$ cat config.mk
export PLATFORM = sky130hd
export DESIGN_NAME = pcsc_ram
export DESIGN_NICKNAME = d
export VERILOG_FILES = /design/src/pc_scan_code_translator_defines.svh /design/src/pcsc_ram.sv
export SDC_FILE = /design/constraint.sdc
export NUM_CORES = 2
export LEC_CHECK = 0
export ABC_AREA = 1
export BUFFER_PORTS_ARGS = -buffer_cell sky130_fd_sc_hd__buf_2
export CELL_PAD_IN_SITES_DETAIL_PLACEMENT = 0
export CELL_PAD_IN_SITES_GLOBAL_PLACEMENT = 1
export CORE_MARGIN = 3
export CORE_UTILIZATION = 56
export CTS_CLUSTER_SIZE = 25
export DETAILED_ROUTE_END_ITERATION = 16
export PLACE_DENSITY = 0.91
export SYNTH_ARGS = -nofsm -noshare
export SYNTH_HDL_FRONTEND = slang
export SYNTH_SLANG_ARGS = --single-unit
$ cat constraint.sdc
create_clock -name clk -period 4.7 [get_ports clk]
set_input_delay 0.705 -clock clk [delete_from_list [all_inputs] [get_ports clk]]
set_output_delay 0.705 -clock clk [all_outputs]
set_load 0.05 [all_outputs]
$ cat src/pc_scan_code_translator_defines.svh
// Assertion macros shared by the scan code translator RTL.
`ifndef PC_SCAN_CODE_TRANSLATOR_DEFINES_SVH
`define PC_SCAN_CODE_TRANSLATOR_DEFINES_SVH

// Same-cycle implication, sampled on clk, off while rst_n is low.
`define PCSC_ASSERT_NOW(label, ante, cons, msg) \
  label: assert property (@(posedge clk) disable iff (!rst_n) (ante) |-> (cons)) \
    else $error(msg);

// Next-cycle implication, sampled on clk, off while rst_n is low.
`define PCSC_ASSERT_NEXT(label, ante, cons, msg) \
  label: assert property (@(posedge clk) disable iff (!rst_n) (ante) |=> (cons)) \
    else $error(msg);

`endif

$ cat src/pcsc_ram.sv
// Generic single-port-write, single-port-read RAM with registered read data.
`timescale 1ns / 1ps
module pcsc_ram #(
  parameter int WIDTH = 16,
  parameter int DEPTH = 128
) (
  input  logic                     clk,
  input  logic                     we,
  input  logic [$clog2(DEPTH)-1:0] wa,
  input  logic [WIDTH-1:0]         wd,
  input  logic                     re,
  input  logic [$clog2(DEPTH)-1:0] ra,
  output logic [WIDTH-1:0]         rd
);

  logic [WIDTH-1:0] mem [DEPTH];

  always_ff @(posedge clk) begin
    if (we) begin
      mem[wa] <= wd;
    end
    if (re) begin
      rd <= mem[ra];
    end
  end

endmodule

==> summary.txt <==
TritonCTS clock tree - built
Hold Crit Class - in2reg
Critical path data arrival time - 3.66 ns
Net Count, Synth - 6,826
DRC errors left - 0
Total vias in the final route - 55,400
First-pass DRT Iterations - 6
FF+latch count, synth - 2,064
Fillers - 10,600
Iteration-0 DRC count of the detailed router - 8,035
Slew HR - 24.7%
Final hold vios - 0
Initial antenna violation count - 17
Number of core rows - 140
Grt total ovfl - 0
Mapped Area - 0.0830 mm2
Hold depth - 1
Endpoints failing setup - 0
Share of layout cells above drive strength 1 - 8.10%
CTS root buffer - clkbuf_16
CTS H-tree lvls - 4
Clk sink count - 2,064
RR Endpoint - rd[3]
P_leak - 32.1 nW
TritonCTS Buffers - 198
DR WL/cell - 25.6 um
Post-synth top area cell - edfxtp_1
Yosys warns - 0
Post-route clock period utilization - 62.9%
Most frequent cells in the layout - nand2_1 (2,087), edfxtp_1 (2,064), nand3_1 (2,019)
First-pass GRT wire length - 337 mm
Port Buf Inserts - 48
Synth area leaders - edfxtp_1 (75%), nand3_1 (12%), nand2_1 (9.4%)
Power Dens Cells - 415 mW/mm2
Fraction of post-synthesis cell area in the top cell type by area - 74.7%
Setup slack, reg-to-reg - 2.60 ns
Gr usage total - 29.8%
Post-CTS sizing - 0
Pre-CTS setup slack - 1.02 ns
RSZ-0062 raised after global routing - false
Worst path required time - 5.40 ns
Synthesized instance count - 6,793
Dpl hpwl - 128 mm
Cell Area, Placed - 0.0855 mm2
Setup crit start kind - primary input
Core area - 0.146 mm2
RePlAce Congestion - 0.942
Initial Util - 56.7%
Clock Skew - 0.0522 ns
Antenna-violating nets left - 0
Worst Reg-to-Reg Cells - 8
Clock-pin slew on the worst setup and hold paths - 0.06 ns
RR Startpoint - mem[67][3]
WHS Endpoint - mem[7][10]
Max Freq - 338 MHz
Sum Neg Setup Slack - 0 ns
Total Die Area - 0.153 mm2
Slew Limit Fails - 0
Vias in the first global route - 52,600
Total power - 0.0381 W
Chip width - 391 um
Fin nets - 6,868
Chip Height - 391 um
Clk_lat worst skew - 0.83 ns
VDD IR max - 0.000387 V
Max cap viols - 0
Via density - 6.20
Min Tclk post-route - 2.96 ns
Commonest non-fill, non-tap cell in the layout - nand2_1
Run status - completed
CP Capture Type - flop
WL final - 228 mm
Largest net degree at the start of global routing - 204
CP Class - in2reg
Yosys cell types - 14
Syn_area_per_cell - 12.2 um2
Ports - 49
Final Instance Area - 0.0918 mm2
Min-delay src - wd[10]
Setup WS post-layout - 1.74 ns
Post-CTS Setup Inserts - 0
Worst Tran Pin Value - 1.13 ns
Layout area overhead - 10.6%
CP max FO - 154
Clock Path Buffers - 3
Post-synthesis sequential area ratio - 74.7%
Hold bufs inserted after CTS - 0
==> logic make-up after synthesis <==
group	synth area share, %
AND/OR/NAND/NOR	22.3
flip-flops	74.7
buffers and inverters	3.05
==> power by group <==
group	leakage [nW]	total (W)	switching (W)	internal, W
clock network	3.04	0.0154	0.00680	0.00855
registers	18.6	0.0204	0.0000619	0.0203
logic	10.5	0.00235	0.00181	0.000536
==> cells in the mapped netlist <==
cell         n
clkbuf_1    81
inv_4        1
edfxtp_1  2064
buf_4       61
nand3_1   2019
buf_8        1
buf_2      251
buf_6       22
inv_2        2
nor3_1       8
nor2_1     134
inv_1       21
buf_1       41
nand2_1   2087
==> per-stage QoR <==
stage,utilization (%),hold WS [ns],instances
6_report,62.7,0.318,8933
5_1_grt,62.7,0.280,8920
4_1_cts,62.7,0.252,8919
3_5_place_dp,58.4,0.947,8552
3_3_place_gp,58.4,0.919,8552
2_1_floorplan,-,0.804,6793
==> layout make-up <==
type                    instances  area [um2]  share of cell area [%]
clock inverters               125        1100                    1.20
repair buffers                299        2530                    2.76
flip-flops and latches       2064       62000                    67.5
inverters                      24         124                   0.135
diodes                         14        35.0                  0.0382
well taps                    1917        2400                    2.61
multi-input cells            4248       18500                    20.1
clock buffers                 242        5160                    5.62
==> sequential cells by signal, indices dropped and copies added, names as in the netlist <==
register,count
rd,16
mem,2048
==> worst max path at each step <==
stage           from           to  slack (ns)  cells after the start
2_1_floorplan     we  mem[105][0]        2.29                      4
3_3_place_gp   ra[0]       rd[11]        1.09                     12
3_5_place_dp   ra[0]        rd[0]        1.02                     12
4_1_cts        ra[0]        rd[0]        1.93                     12
5_1_grt        ra[0]        rd[0]        1.62                     12
6_report       ra[0]        rd[0]        1.74                     12
==> per-layer routing <==
metal / vias up / routed length (um) / track usage (%)
met1: 27000 / 84400 / 40.5
met4: 8 / 9940 / 13.0
met3: 518 / 27000 / 7.24
li1: 24400 / - / -
met2: 3481 / 107000 / 46.3
met5: - / 61 / 0
==> critical path: stages <==
cell	delay, ns
buf_8	0.21
inv_16	0.42
buf_12	0.61
buf_4	0.45
nand2_1	0.11
nand3_1	0.09
nand3_1	0.08
nand3_1	0.19
nand3_1	0.16
nand3_1	0.15
nand3_1	0.13
nand2_1	0.12
(Power assumes the default switching activity.)
