<file path="src/pc_scan_code_translator_defines.svh">
// Assertion macros shared by the scan code translator RTL.
`ifndef PC_SCAN_CODE_TRANSLATOR_DEFINES_SVH
`define PC_SCAN_CODE_TRANSLATOR_DEFINES_SVH

// Same-cycle implication, sampled on clk, off while rst_n is low.
`define PCSC_ASSERT_NOW(label, ante, cons, msg) \
  label: assert property (@(posedge clk) disable iff (!rst_n) (ante) |-> (cons)) \
    else $error(msg);

// Next-cycle implication, sampled on clk, off while rst_n is low.
`define PCSC_ASSERT_NEXT(label, ante, cons, msg) \
  label: assert property (@(posedge clk) disable iff (!rst_n) (ante) |=> (cons)) \
    else $error(msg);

`endif

</file>
<file path="src/pcsc_pkg.sv">
// Types, key codes and default layout tables for the scan code translator.
`timescale 1ns / 1ps
package pcsc_pkg;

  localparam int CODES_PER_TABLE = 128;
  localparam int NUM_TABLES      = 5;
  localparam int MAP_ADDR_W      = $clog2(CODES_PER_TABLE);

  // table select codes
  localparam logic [2:0] TBL_PLAIN  = 3'd0;
  localparam logic [2:0] TBL_SHIFT  = 3'd1;
  localparam logic [2:0] TBL_ESCAPE = 3'd2;
  localparam logic [2:0] TBL_ALTGR  = 3'd3;
  localparam logic [2:0] TBL_CTRL   = 3'd4;

  // prefix bytes
  localparam logic [7:0] SCAN_ESCAPE = 8'hE0;
  localparam logic [7:0] SCAN_PAUSE  = 8'hE1;

  // key codes
  localparam logic [15:0] SPEC_MASK   = 16'hF800;
  localparam logic [15:0] FKEY_BASE   = 16'hF000;
  localparam logic [15:0] VIEW_KEY    = 16'hF800;
  localparam logic [15:0] SHIFT_KEY   = 16'hF860;
  localparam logic [15:0] BREAK_KEY   = 16'hF861;
  localparam logic [15:0] CTRL_KEY    = 16'hF862;
  localparam logic [15:0] LATIN_KEY   = 16'hF863;
  localparam logic [15:0] CAPS_KEY    = 16'hF864;
  localparam logic [15:0] NUM_KEY     = 16'hF865;
  localparam logic [15:0] ALTGR_KEY   = 16'hF867;
  localparam logic [15:0] GUI_KEY     = 16'hF868;
  localparam logic [15:0] SCROLL_KEY  = FKEY_BASE | 16'd21;
  localparam logic [15:0] MOUSE_FIRST = 16'hF901;
  localparam logic [15:0] MOUSE_LAST  = 16'hF905;
  localparam logic [15:0] DEL_KEY     = 16'h007F;
  localparam logic [15:0] LOWER_A     = 16'h0061;
  localparam logic [15:0] LOWER_Z     = 16'h007A;
  localparam logic [15:0] CASE_DELTA  = 16'h0020;
  localparam logic [15:0] CTRL_MASK   = 16'h001F;

  // modifier and lock bit positions
  localparam int MOD_SHIFT   = 0;
  localparam int MOD_CTRL    = 1;
  localparam int MOD_ALT     = 2;
  localparam int MOD_ALTGR   = 3;
  localparam int LOCK_CAPS   = 0;
  localparam int LOCK_NUM    = 1;
  localparam int LOCK_SCROLL = 2;

  typedef enum logic [2:0] {
    KIND_NONE    = 3'd0,
    KIND_CHAR    = 3'd1,
    KIND_LED     = 3'd2,
    KIND_MOUSE   = 3'd3,
    KIND_EXIT    = 3'd4,
    KIND_BAD_SEL = 3'd5
  } kind_t;

  // one map row holds the entry of every table for one scan code
  typedef logic [NUM_TABLES-1:0][15:0] map_row_t;

  typedef struct packed {
    logic        action;
    logic [7:0]  scan_byte;
    logic [2:0]  table_select;
    logic [6:0]  table_index;
    logic [15:0] map_value;
  } item_t;

  typedef struct packed {
    logic       esc;
    logic [1:0] skip;
    logic [3:0] mods;
    logic [2:0] locks;
    logic [4:0] buttons;
  } kbd_state_t;

  typedef struct packed {
    kind_t       kind;
    logic [15:0] char_code;
  } result_t;

  typedef struct packed {
    logic     en;
    map_row_t row;
  } map_wr_t;

  localparam logic [15:0] PLAIN_MAP [CODES_PER_TABLE] = '{
    16'h0000, 16'h001B, 16'h0031, 16'h0032, 16'h0033, 16'h0034, 16'h0035, 16'h0036,
    16'h0037, 16'h0038, 16'h0039, 16'h0030, 16'h002D, 16'h003D, 16'h0008, 16'h0009,
    16'h0071, 16'h0077, 16'h0065, 16'h0072, 16'h0074, 16'h0079, 16'h0075, 16'h0069,
    16'h006F, 16'h0070, 16'h005B, 16'h005D, 16'h000A, CTRL_KEY, 16'h0061, 16'h0073,
    16'h0064, 16'h0066, 16'h0067, 16'h0068, 16'h006A, 16'h006B, 16'h006C, 16'h003B,
    16'h0027, 16'h0060, SHIFT_KEY, 16'h005C, 16'h007A, 16'h0078, 16'h0063, 16'h0076,
    16'h0062, 16'h006E, 16'h006D, 16'h002C, 16'h002E, 16'h002F, SHIFT_KEY, 16'h002A,
    LATIN_KEY, 16'h0020, CTRL_KEY, 16'hF001, 16'hF002, 16'hF003, 16'hF004, 16'hF005,
    16'hF006, 16'hF007, 16'hF008, 16'hF009, 16'hF00A, NUM_KEY, 16'hF015, 16'h0037,
    16'h0038, 16'h0039, 16'h002D, 16'h0034, 16'h0035, 16'h0036, 16'h002B, 16'h0031,
    16'h0032, 16'h0033, 16'h0030, 16'h002E, 16'h0000, 16'h0000, 16'h0000, 16'hF00B,
    16'hF00C, 16'h0000, 16'h0000, 16'h0000, 16'h0000, 16'h0000, 16'h0000, 16'h0000,
    16'h0000, 16'h0000, 16'h0000, 16'h0000, 16'hF00D, 16'hF00E, 16'hF00F, 16'hF010,
    16'hF011, 16'hF012, 16'hF013, 16'hF014, 16'hF015, 16'hF016, 16'hF017, 16'hF018,
    16'h0000, 16'h0000, 16'h0000, 16'h0000, 16'h0000, 16'h0000, 16'h0000, 16'h0000,
    16'h0000, VIEW_KEY, 16'h0000, 16'hF00E, 16'h0000, 16'h0000, 16'h0000, 16'h0000
  };

  localparam int SHIFT_LOW_N = 56;

  localparam logic [15:0] SHIFT_LOW_MAP [SHIFT_LOW_N] = '{
    16'h0000, 16'h001B, 16'h0021, 16'h0040, 16'h0023, 16'h0024, 16'h0025, 16'h005E,
    16'h0026, 16'h002A, 16'h0028, 16'h0029, 16'h005F, 16'h002B, 16'h0008, 16'h0009,
    16'h0051, 16'h0057, 16'h0045, 16'h0052, 16'h0054, 16'h0059, 16'h0055, 16'h0049,
    16'h004F, 16'h0050, 16'h007B, 16'h007D, 16'h000A, CTRL_KEY, 16'h0041, 16'h0053,
    16'h0044, 16'h0046, 16'h0047, 16'h0048, 16'h004A, 16'h004B, 16'h004C, 16'h003A,
    16'h0022, 16'h007E, SHIFT_KEY, 16'h007C, 16'h005A, 16'h0058, 16'h0043, 16'h0056,
    16'h0042, 16'h004E, 16'h004D, 16'h003C, 16'h003E, 16'h003F, SHIFT_KEY, 16'h002A
  };

  function automatic logic [15:0] esc_entry(logic [6:0] idx);
    logic [15:0] v;
    case (idx)
      7'h1C:   v = 16'h000A;
      7'h1D:   v = CTRL_KEY;
      7'h2A:   v = SHIFT_KEY;
      7'h35:   v = 16'h002F;
      7'h37:   v = 16'hF010;
      7'h38:   v = ALTGR_KEY;
      7'h46:   v = BREAK_KEY;
      7'h47:   v = 16'hF00D;
      7'h48:   v = 16'hF00E;
      7'h49:   v = 16'hF00F;
      7'h4B:   v = 16'hF011;
      7'h4D:   v = 16'hF012;
      7'h4F:   v = 16'hF018;
      7'h50:   v = VIEW_KEY;
      7'h51:   v = 16'hF013;
      7'h52:   v = 16'hF014;
      7'h53:   v = DEL_KEY;
      7'h5B:   v = GUI_KEY;
      7'h5C:   v = GUI_KEY;
      7'h79:   v = 16'hF00E;
      default: v = 16'h0000;
    endcase
    return v;
  endfunction

  // reset contents of one map row (all five tables at one scan code)
  function automatic map_row_t default_row(logic [6:0] idx);
    map_row_t    r;
    logic [15:0] p;
    logic [15:0] s;
    logic [15:0] e;
    logic [15:0] c;
    p = PLAIN_MAP[idx];
    s = (idx < 7'h38) ? SHIFT_LOW_MAP[idx[5:0]] : p;
    if (idx == 7'h79) s = 16'hF00E;
    e = esc_entry(idx);
    c = p & CTRL_MASK;
    if (p == CTRL_KEY || p == SHIFT_KEY || p == LATIN_KEY) c = p;
    if (idx >= 7'h54 && idx <= 7'h56) c = 16'h0000;
    if (idx >= 7'h59) begin
      if (idx == 7'h79) c = 16'h000E;
      else if (idx == 7'h7B) c = 16'h0008;
      else c = 16'h0000;
    end
    r[TBL_PLAIN]  = p;
    r[TBL_SHIFT]  = s;
    r[TBL_ESCAPE] = e;
    r[TBL_ALTGR]  = (idx == 7'h5B || idx == 7'h5C) ? 16'h0000 : e;
    r[TBL_CTRL]   = c;
    return r;
  endfunction

endpackage

</file>
<file path="src/pcsc_decode.sv">
// Decode stage: picks the table entry, updates modifiers/locks/buttons, forms the result.
`timescale 1ns / 1ps
module pcsc_decode (
  input  pcsc_pkg::item_t      item,
  input  pcsc_pkg::map_row_t   row,
  input  pcsc_pkg::kbd_state_t st,
  output pcsc_pkg::kbd_state_t st_nxt,
  output pcsc_pkg::result_t    res,
  output pcsc_pkg::map_wr_t    wr
);
  import pcsc_pkg::*;

  logic [15:0] code_raw;
  logic [15:0] code;
  logic        keyup;
  logic        is_mouse;
  logic [2:0]  btn;

  // table priority: pending escape, then shift, altgr, ctrl, plain
  always_comb begin
    if (st.esc) code_raw = row[TBL_ESCAPE];
    else if (st.mods[MOD_SHIFT]) code_raw = row[TBL_SHIFT];
    else if (st.mods[MOD_ALTGR]) code_raw = row[TBL_ALTGR];
    else if (st.mods[MOD_CTRL]) code_raw = row[TBL_CTRL];
    else code_raw = row[TBL_PLAIN];
  end

  assign code     = (st.locks[LOCK_CAPS] && code_raw >= LOWER_A && code_raw <= LOWER_Z) ?
                    code_raw - CASE_DELTA : code_raw;
  assign keyup    = item.scan_byte[7];
  assign is_mouse = (code >= MOUSE_FIRST) && (code <= MOUSE_LAST);
  assign btn      = code[2:0] - 3'd1;

  always_comb begin
    st_nxt        = st;
    res.kind      = KIND_NONE;
    res.char_code = 16'h0000;
    wr.en         = 1'b0;
    wr.row        = row;
    if (item.action) begin
      if (item.table_select > TBL_CTRL) begin
        res.kind = KIND_BAD_SEL;
      end else begin
        wr.en                     = 1'b1;
        wr.row[item.table_select] = item.map_value;
      end
    end else if (item.scan_byte == SCAN_ESCAPE) begin
      st_nxt.esc = 1'b1;
    end else if (item.scan_byte == SCAN_PAUSE) begin
      st_nxt.skip = 2'd2;
    end else if (!st.esc && st.skip != 2'd0) begin
      st_nxt.skip = st.skip - 2'd1;
    end else begin
      st_nxt.esc = 1'b0;
      if (keyup) begin
        if (code == LATIN_KEY) st_nxt.mods[MOD_ALT] = 1'b0;
        else if (code == SHIFT_KEY) st_nxt.mods[MOD_SHIFT] = 1'b0;
        else if (code == CTRL_KEY) st_nxt.mods[MOD_CTRL] = 1'b0;
        else if (code == ALTGR_KEY) st_nxt.mods[MOD_ALTGR] = 1'b0;
        else if (is_mouse) begin
          st_nxt.buttons[btn] = 1'b0;
          res.kind            = KIND_MOUSE;
        end
      end else if ((code & SPEC_MASK) == 16'h0000) begin
        if (st.mods[MOD_CTRL] && st.mods[MOD_ALT] && code == DEL_KEY) begin
          res.kind = KIND_EXIT;
        end else begin
          res.kind      = KIND_CHAR;
          res.char_code = code;
        end
      end else begin
        case (code)
          CAPS_KEY: begin
            st_nxt.locks[LOCK_CAPS] = ~st.locks[LOCK_CAPS];
            res.kind                = KIND_LED;
          end
          SCROLL_KEY: begin
            st_nxt.locks[LOCK_SCROLL] = ~st.locks[LOCK_SCROLL];
            res.kind                  = KIND_LED;
          end
          NUM_KEY: begin
            st_nxt.locks[LOCK_NUM] = ~st.locks[LOCK_NUM];
            res.kind               = KIND_LED;
          end
          SHIFT_KEY: st_nxt.mods[MOD_SHIFT] = 1'b1;
          LATIN_KEY: st_nxt.mods[MOD_ALT]   = 1'b1;
          CTRL_KEY:  st_nxt.mods[MOD_CTRL]  = 1'b1;
          ALTGR_KEY: st_nxt.mods[MOD_ALTGR] = 1'b1;
          default: begin
            if (is_mouse) begin
              st_nxt.buttons[btn] = 1'b1;
              res.kind            = KIND_MOUSE;
            end else begin
              res.kind      = KIND_CHAR;
              res.char_code = code;
            end
          end
        endcase
      end
    end
  end

endmodule

</file>
<file path="config.mk">
export PLATFORM = sky130hd
export DESIGN_NAME = pcsc_decode
export DESIGN_NICKNAME = d
export VERILOG_FILES = /design/src/pc_scan_code_translator_defines.svh /design/src/pcsc_pkg.sv /design/src/pcsc_decode.sv
export SDC_FILE = /design/constraint.sdc
export NUM_CORES = 1
export LEC_CHECK = 0
export ABC_AREA = 0
export BUFFER_PORTS_ARGS = -buffer_cell sky130_fd_sc_hd__buf_2
export CORE_AREA = 2 2 94 96
export DETAILED_ROUTE_END_ITERATION = 10
export DIE_AREA = 0 0 96 98
export GPL_ROUTABILITY_DRIVEN = 0
export MAX_ROUTING_LAYER = met4
export PLACE_DENSITY = 0.75
export SYNTH_ARGS = -nofsm -noshare
export SYNTH_HDL_FRONTEND = slang
export SYNTH_SLANG_ARGS = --single-unit
</file>
<file path="constraint.sdc">
create_clock -name vclk -period 9.25
set_clock_uncertainty 0.1 [all_clocks]
set_input_delay 2.775 -clock vclk [all_inputs]
set_output_delay 2.775 -clock vclk [all_outputs]
set_load 0.03 [all_outputs]
</file>
==> flow_metrics.py <==
metrics = {
    "setup_path": {
        "crit_slowest_cell": "or4b_4",
        "worstPathArrival_ps": 6020,
        "required_ps": 6380,
        "max_stage_delay_ps": 510,
        "crit_path_cell_trace": "buf_2 > nor3b_1 > nor3_1 > a22oi_2 > inv_1 > ha_1 > nor4_1 > nand2_1 > a311oi_4 > o31a_2 > or4b_4 > nand4_2 > nor2_1 > buf_2",
        "setup.worst_path.start": "st[11]",
        "path_common_cell": "buf_2",
        "crit_path_end": "res[4]",
        "end_kind": "primary output",
        "worstSetupPathType": "in -> out",
        "cp_num_cells": 14,
        "cp-start-kind": "primary input",
        "path_delay_family": "simple AND/OR/NAND/NOR gates",
        "critical_path.max_fanout": 6,
        "path_buf_inv": 3,
    },
    "route": {
        "dr.first_iter.drc_count": 196,
        "drc_errors": 0,
        "avgViaCountPerCell": 5.728,
        "wl_per_cell_microns": 18.57,
        "postRouteAntennaNets": 0,
        "firstDrtPassIters": 5,
        "via_count": 4090,
        "wl_microns": 13260,
    },
    "yosys": {
        "syn-cell-area_sq_um": 2984,
        "ys_seq_area_frac": 0,
        "yosysTopAreaCell": "mux2_2",
        "yosys_warnings": 0,
        "synth_most_common_cell": "mux2_2",
        "syn_inst": 375,
        "ys_types": 73,
        "yosys-top-cells-count": "82 x mux2_2, 33 x nand2_1, 23 x nor2_1",
        "synth.top_cells.by_area": "mux2_2 31%, mux2i_1 6.4%, nand2_1 4.2%, ha_1 2.9%, nor2_1 2.9%",
        "syn_area_per_cell_sq_um": 7.958,
        "synth.net_count": 512,
        "netlist.area_leader.share": 0.3094,
    },
    "die": {
        "ios": 245,
        "core_sq_um": 8466,
        "die_w_microns": 96,
        "design.die.area_sq_um": 9408,
        "placementRows": 34,
        "die_y_microns": 98,
        "start_util": 0.3525,
    },
    "layout": {
        "seqCellArea_sq_um": 0,
        "final_layout_size_suffix_gt1_frac": 0.6155,
        "diodes": 0,
        "area_growth_pct": 43.14,
        "clock_buffers": 0,
        "n_fill_cell": 851,
        "flops_and_latches": 0,
        "fin_nets": 745,
    },
    "global_routing": {
        "grt_overflow": 0,
        "track_usage": 0.2694,
        "grt_pass1_wl_microns": 19890,
        "antenna_found_initial": 0,
        "grt_pass1_vias": 4005,
        "grt_max_degree": 27,
    },
    "sta": {
        "finalMaxSlewViolations": 0,
        "min_period_ps": 8900,
        "max_slew.worst_pin.slew_ps": 1056,
        "hold_viol": 0,
        "grt_setup_unrepaired": "false",
        "finalCritPeriodShare": 0.9621,
        "setup-tns-final_ps": 0,
        "relSlewSlack": 0.2920,
        "fmax_mhz": 112.4,
        "setup_viol": 0,
    },
    "placed_design": {
        "hpwl_microns": 11210,
        "portBuffers": 238,
    },
    "job": {
        "drv_cap": 0,
    },
    "outcome": {
        "status": "finished clean",
    },
    "pwr": {
        "vdd.ir_drop.worst_uv": 31.33,
        "p_total_w": 0.0002580,
        "powerDensity_nw_per_um2": 60.40,
        "power_leakage_nw": 2.019,
    },
    "hold_path": {
        "hold_path.class": "in -> out",
    },
    "cts": {
        "post-cts-setup-buffers": 0,
    },
}
[cell families after synthesis]
kind of cell | Yosys count | share of synthesized area
AOI/OAI and AO/OA | 79 | 0.2076
xor gates and xnor gates | 3 | 0.008807
adders and majority gates | 7 | 0.02935
buffers and inverters | 37 | 0.08050
muxes | 101 | 0.3732
and+or+nand+nor | 148 | 0.3006
[worst min-delay path by stage]
stage          cells after the start   from   endpoint
2_1_floorplan                      1  st[7]  st_nxt[7]
3_3_place_gp                       3  st[7]  st_nxt[7]
3_5_place_dp                       3  st[7]  st_nxt[7]
4_1_cts                            3  st[7]  st_nxt[7]
5_1_grt                            3  st[7]  st_nxt[7]
6_report                           3  st[7]  st_nxt[7]
[worst min-delay path: cells and delay by family]
family	cells	cell delay, ps
xor gates and xnor gates	1	50
buffers and inverters	2	250
[through the flow]
stage / hold WS (ps) / std cells / cell area [sq um] / setup WS (ps) / utilization
global route: 5762 / 714 / 4272 / 68.76 / 0.5046
CTS: 5753 / 714 / 4255 / 206.9 / 0.5027
detailed placement: 5753 / 714 / 4255 / 205.2 / 0.5027
finish: 5754 / 714 / 4272 / 350.2 / 0.5046
floorplan: 5626 / 375 / 2984 / 44.34 / -
global placement: 5753 / 714 / 4255 / 269.3 / 0.5027
[metal layers]
layer | share of wire | track usage | vias up | wire (microns)
met5 | 0 | - | - | 0
met4 | 0.015 | 0.03626 | 0 | 194
met3 | 0.066 | 0.02083 | 21 | 880
met2 | 0.51 | 0.4957 | 224 | 6738
met1 | 0.41 | 0.3208 | 1936 | 5449
li1 | - | - | 1909 | -
[final cells by class]
type,instances,area [sq um],area share
inverter,16,60.06,0.01406
timing repair buffer,252,1296,0.3035
tap,108,135.1,0.03163
multi-input combinational,338,2780,0.6508
[where the power goes]
group	internal (W)	switching, W	leakage [nW]
sequential	0	0	0
clock	0	0	0
combinational	0.0000944	0.000164	2.02
[cell usage in the layout (no fill, tap or decap), types with 8 or more instances in the layout]
master and instances:
mux2i_1 19, a21oi_1 15, mux2_2 82, nor2_1 23, o21ai_0 10, buf_2 238
inv_1 16, nor2b_1 11, buf_4 14, nand2_1 33, nor3b_1 8
[timing repair]
item,in CTS,in global routing
hold buffers,0,0
resized for setup,0,2
setup endpoints to repair,0,11
Power figures use the tool's default switching activity.
